### src/hw/rtl/rmf_pkg.sv
// ----------------------------------------------------------------------------
// rmf_pkg - shared types and constants of the rgb 7x7 median filter
// command and status words between controller and datapath, register codes
// ----------------------------------------------------------------------------
package rmf_pkg;

    localparam int DEF_MAX_WIDTH  = 1024;
    localparam int DEF_MAX_HEIGHT = 4096;
    localparam int DEF_HALF_WIDTH = 3;

    localparam int PIX_W        = 8;
    localparam int CH_N         = 3;
    localparam int CFG_W        = 13;
    localparam int WIDTH_REG_W  = 11;
    localparam int HEIGHT_REG_W = 13;
    localparam int ROW_OUT_W    = 12;
    localparam int COL_OUT_W    = 10;
    localparam int S_TDATA_W    = 24;
    localparam int M_TDATA_W    = 48;
    localparam int EMIT_W       = 3;
    localparam int BIT_W        = 3;

    typedef logic [0:0] t_reg_idx;
    localparam t_reg_idx REG_FRAME_WIDTH  = 1'b0;
    localparam t_reg_idx REG_FRAME_HEIGHT = 1'b1;

    typedef struct packed {
        logic             push;
        logic             win_start;
        logic             win_step;
        logic             sel_init;
        logic             sel_step;
        logic [BIT_W-1:0] sel_bit;
        logic             emit;
        logic             last;
    } t_cmd;

    typedef struct packed {
        logic              frame_pushed;
        logic              out_free;
        logic [EMIT_W-1:0] push_emits;
    } t_sts;

endpackage

### src/hw/rtl/rmf_ctrl.sv
// ----------------------------------------------------------------------------
// rmf_ctrl - sequencing controller of the median filter
// accepts words, then per output pixel: window gather, bit selection, load
// ----------------------------------------------------------------------------
module rmf_ctrl #(
    parameter int HALF_WIDTH = rmf_pkg::DEF_HALF_WIDTH
) (
    input  logic        i_clk,
    input  logic        i_rst_n,
    input  logic        i_in_valid,
    input  logic        i_in_action,
    input  rmf_pkg::t_sts i_sts,
    output logic        o_in_ready,
    output rmf_pkg::t_cmd o_cmd
);
    localparam int WIN   = 2 * HALF_WIDTH + 1;
    localparam int TAPS  = WIN * WIN;
    localparam int TAP_W = $clog2(TAPS + 1);

    typedef enum logic [2:0] {
        S_IDLE,
        S_START,
        S_GATHER,
        S_SELECT,
        S_LOAD
    } t_state;

    t_state                      r_state, n_state;
    logic [TAP_W-1:0]            r_tap, n_tap;
    logic [rmf_pkg::BIT_W-1:0]   r_bit, n_bit;
    logic [rmf_pkg::EMIT_W-1:0]  r_left, n_left;

    always_comb begin
        o_cmd   = '0;
        n_state = r_state;
        n_tap   = r_tap;
        n_bit   = r_bit;
        n_left  = r_left;
        unique case (r_state)
            S_IDLE: begin
                if (i_in_valid) begin
                    if (!i_in_action) begin
                        if (!i_sts.frame_pushed) begin
                            o_cmd.push = 1'b1;
                            if (i_sts.push_emits != '0) begin
                                n_left  = i_sts.push_emits;
                                n_state = S_START;
                            end
                        end
                    end else if (i_sts.frame_pushed) begin
                        n_left  = rmf_pkg::EMIT_W'(1);
                        n_state = S_START;
                    end
                end
            end
            S_START: begin
                o_cmd.win_start = 1'b1;
                n_tap           = '0;
                n_state         = S_GATHER;
            end
            S_GATHER: begin
                if (r_tap != TAP_W'(TAPS)) begin
                    o_cmd.win_step = 1'b1;
                    n_tap          = r_tap + 1'b1;
                end else begin
                    // last read word lands this cycle, selection starts next
                    o_cmd.sel_init = 1'b1;
                    n_bit          = rmf_pkg::BIT_W'(rmf_pkg::PIX_W - 1);
                    n_state        = S_SELECT;
                end
            end
            S_SELECT: begin
                o_cmd.sel_step = 1'b1;
                o_cmd.sel_bit  = r_bit;
                if (r_bit == '0) begin
                    n_state = S_LOAD;
                end else begin
                    n_bit = r_bit - 1'b1;
                end
            end
            S_LOAD: begin
                if (i_sts.out_free) begin
                    o_cmd.emit = 1'b1;
                    o_cmd.last = (r_left == rmf_pkg::EMIT_W'(1));
                    n_left     = r_left - 1'b1;
                    n_state    = (r_left == rmf_pkg::EMIT_W'(1)) ? S_IDLE : S_START;
                end
            end
            default: n_state = S_IDLE;
        endcase
    end

    always_ff @(posedge i_clk) begin
        if (!i_rst_n) begin
            r_state <= S_IDLE;
            r_tap   <= '0;
            r_bit   <= '0;
            r_left  <= '0;
        end else begin
            r_state <= n_state;
            r_tap   <= n_tap;
            r_bit   <= n_bit;
            r_left  <= n_left;
        end
    end

    assign o_in_ready = (r_state == S_IDLE);

endmodule

### config.mk
export PLATFORM = sky130hd
export DESIGN_NAME = rmf_ctrl
export DESIGN_NICKNAME = d
export VERILOG_FILES = /design/src/hw/rtl/rmf_pkg.sv /design/src/hw/rtl/rmf_ctrl.sv
export SDC_FILE = /design/constraint.sdc
export NUM_CORES = 1
export LEC_CHECK = 0
export ABC_CLOCK_PERIOD_IN_PS = 1600
export BUFFER_PORTS_ARGS = -buffer_cell sky130_fd_sc_hd__buf_2
export CAP_MARGIN = 15
export CORE_MARGIN = 8
export CORE_UTILIZATION = 53
export DETAILED_ROUTE_END_ITERATION = 8
export GPL_TIMING_DRIVEN = 1
export PLACE_DENSITY = 0.77
export SLEW_MARGIN = 30
export SYNTH_ARGS = -nofsm -noshare
export SYNTH_HDL_FRONTEND = slang
export SYNTH_SLANG_ARGS = --single-unit
### constraint.sdc
create_clock -name i_clk -period 1.6 [get_ports i_clk]
set_input_delay 0.24 -clock i_clk [delete_from_list [all_inputs] [get_ports i_clk]]
set_output_delay 0.24 -clock i_clk [all_outputs]
set_load 0.1 [all_outputs]
==> impl_metrics.tcl <==
set metrics [dict create \
    skew_ps 20.2 \
    place_congestion 0.763 \
    syn_area_sq_um 1020 \
    setup_tns_ps -1100 \
    rsz0062_at_grt "true" \
    hold_violations 0 \
    antenna_found_initial 0 \
    ant_nets 0 \
    outcome "finished with violations" \
    cpPeakStageDelay_ps 350 \
    drt_pass1_iterations 4 \
    fin_ws_ps -275 \
    max_freq_mhz 533 \
    min_path_type "input pin to flop" \
    fin_util_pct 92.0 \
    gr-total-overflow 0 \
    diodes 0 \
    numCtsBuffers 3 \
    placed_area_sq_um 1420 \
    die_area_sq_um 3600 \
    cts_max_level 1 \
    multi_input_area_sq_um 798 \
    nNetsFinal 184 \
    drtIter0Drc 61 \
    synthesis.nets 138 \
    internal-power_uw 916 \
    route.detailed.drc 0 \
    via_per_inst 6.48 \
    hold_buffers 0 \
    ir_drop_mv 1.08 \
    insertion_delay_ps 320 \
    rows 16 \
    slew_violations 0 \
    cp.arrival_ps 1630 \
    switching_share_pct 43.3 \
    hold_path_depth 2 \
    crit_path_start_kind "flop" \
    grt_max_degree 14 \
    drv_cap 0 \
    regToRegStartpoint "r_tap[1]" \
    pwr-share-comb_pct 56.3 \
    die_h_microns 60.0 \
    hold_start "i_rst_n" \
    ys_seq_area_share_pct 29.3 \
    design.core.area_sq_um 1880 \
    track_usage_pct 21.9 \
    power_frac_clock_pct 15.6 \
    start_util_pct 54.5 \
    dp_hpwl_microns 2070 \
    fillerInstances 72 \
    avgSynthCellArea_sq_um 8.33 \
    slew_headroom_pct 70.4 \
    cts.clk_slew.worst_paths_ps 120 \
    cp_max_fo 3 \
    syn_inst 123 \
    seqCellArea_sq_um 320 \
    drive_gt1_share_pct 52.4 \
    wl_per_cell_microns 23.4 \
    whs_endpoint "r_tap[1]" \
    power.leakage_nw 0.676 \
    fin_crit_sh_pct 117 \
    final_cell_area_sq_um 1730 \
    path_class "flop to primary output" \
    endpoint_kind "primary output" \
    cp-startpoint "r_tap[1]" \
    seq_power_share_pct 28.1 \
    synth-seq-cells 15 \
    clkSinkCount 15 \
    path_cells "inv_2 > ha_4 > and4bb_2 > nand2_2 > nor2_4 > buf_12" \
    power_switching_uw 700 \
    vias 1263 \
    area_growth_pct 68.9 \
    critPathSlowestCell "dfxtp_2" \
    failed_checks "negative setup slack" \
    portBuffers 19 \
    r2r_end "r_tap[1]" \
    yosys_warnings 0 \
    r2r_slack_ps -100 \
    die_w_microns 60.0 \
    tritoncts "yes" \
    reg2reg_depth 6 \
    post-route-min-period_ps 1870 \
    required_ps 1360 \
    power_density_nw_per_um2 933 \
    grt_pass1_wl_microns 5780 \
    cts.path.max_buffers 2 \
    ios 20 \
    totalWireLength_microns 4570 \
    root_buffer "clkbuf_4" \
    finalSetupViolations 14 \
    grt_pass1_vias 1196 \
    tightest_slew_ps 432 \
    yosysUniqueCellTypes 43 \
]
## layout by cell type, fill, tap and decap left out, types with 5 or more instances in the layout
| cell | Yosys | routed |
|---|---|---|
| buf_12 | 0 | 11 |
| nor2_1 | 10 | 7 |
| nand2_1 | 7 | 6 |
| ha_1 | 6 | 5 |
| buf_4 | 0 | 22 |
| nand3_1 | 5 | 5 |
| o21ai_0 | 5 | 5 |
| xnor2_1 | 5 | 5 |
| dfxtp_1 | 15 | 7 |
| inv_1 | 7 | 6 |
| buf_6 | 0 | 5 |
| and3_4 | 0 | 5 |
| buf_2 | 3 | 8 |
## Yosys cell counts, drive strengths merged
master   count  area (sq um)
a2111o       1          11.3
a2111oi      1          8.76
a211oi       1          12.5
a21boi       4          30.0
a21oi        2          13.8
a32oi        1          16.3
and2         3          18.8
and3         5          31.3
and3b        1          8.76
and4b        1          10.0
and4bb       1          12.5
buf          3          15.0
clkbuf       4          15.0
dfxtp       15           300
ha           6          75.1
inv          7          26.3
nand2        7          26.3
nand2b       4          25.0
nand3        5          25.0
nand3b       1          7.51
nand4b       1          8.76
nor2        10          37.5
nor2b        3          18.8
nor3         3          15.0
nor3b        3          27.5
o211a        1          10.0
o21a         1          7.51
o21ai        7          35.0
o22ai        2          12.5
o2bb2ai      1          8.76
o311a        2          20.0
o31a         3          26.3
o32ai        1          8.76
or2          1          6.26
or2b         1          7.51
or3          2          12.5
or3b         2          17.5
or4          1          11.3
xnor2        5          43.8
## cells by family after synthesis
logic type	count (synthesis)	synth area share, %
and+or+nand+nor	55	32.0
AOI/OAI and AO/OA	28	21.6
DFF	15	29.3
buffers and inverters	14	5.49
adders and majority gates	6	7.33
xor gates and xnor gates	5	4.27
## metrics by stage
stage                     setup WS, ps  instances  power [mW]  hold WS (ps)
after detailed placement          24.1        171        1.13           493
after global placement            67.0        171        1.10           471
after floorplan                   -424        123       0.901           433
after CTS                         -205        185        1.46           268
final                             -275        195        1.62           273
after global routing              -320        195        1.67           280
## worst max-delay path: cells and delay by family, from the launching register on
kind	cells	cell delay [ps]
fa+ha+maj	1	120
simple gates	3	570
flops	1	350
buf+inv	2	270
## area by class of cell
type	instances	share of cell area (%)
repair buffers	48	30.2
inverters	7	1.52
well taps	27	1.95
multi-input cells	94	46.1
flip-flops and latches	15	18.5
clock inverters	1	0.434
clock buffers	3	1.30
## worst max-delay path by stage
stage / to / slack [ps] / cells past startpoint
global route: o_cmd[6] / -320 / 6
CTS: o_cmd[6] / -210 / 6
floorplan: o_cmd[9] / -420 / 5
global placement: o_cmd[6] / 70 / 6
detailed placement: o_cmd[6] / 20 / 6
finish: o_cmd[6] / -270 / 6
## power groups by stage
stage | clock network (mW) | logic (mW) | registers (mW)
6_report | 0.252 | 0.909 | 0.454
5_1_grt | 0.268 | 0.947 | 0.455
4_1_cts | 0.240 | 0.775 | 0.442
3_5_place_dp | 0 | 0.682 | 0.443
3_3_place_gp | 0 | 0.666 | 0.439
2_1_floorplan | 0 | 0.472 | 0.428
## registers in the layout, indices dropped and copies added, names as in the netlist
| name | cells |
|---|---|
| r_tap | 6 |
| r_state | 3 |
| r_left | 3 |
| r_bit | 3 |
## layer usage
layer / routed length, microns / vias up / track usage, % / share of wire (%)
met2: 2160 / 98 / 38.5 / 47
met3: 422 / 39 / 7.74 / 9.2
met4: 379 / 0 / 11.6 / 8.3
met1: 1610 / 598 / 21.9 / 35
li1: - / 528 / - / -
met5: 0 / - / 0 / 0
## what timing repair did
| action | in CTS | in global routing |
|---|---|---|
| gates resized for setup | 18 | 19 |
| setup endpoints to repair | 10 | 19 |
| buffers inserted | 10 | 9 |
| cloned | 0 | 1 |
| pin swaps | 8 | 15 |
(Power assumes the default switching activity.)
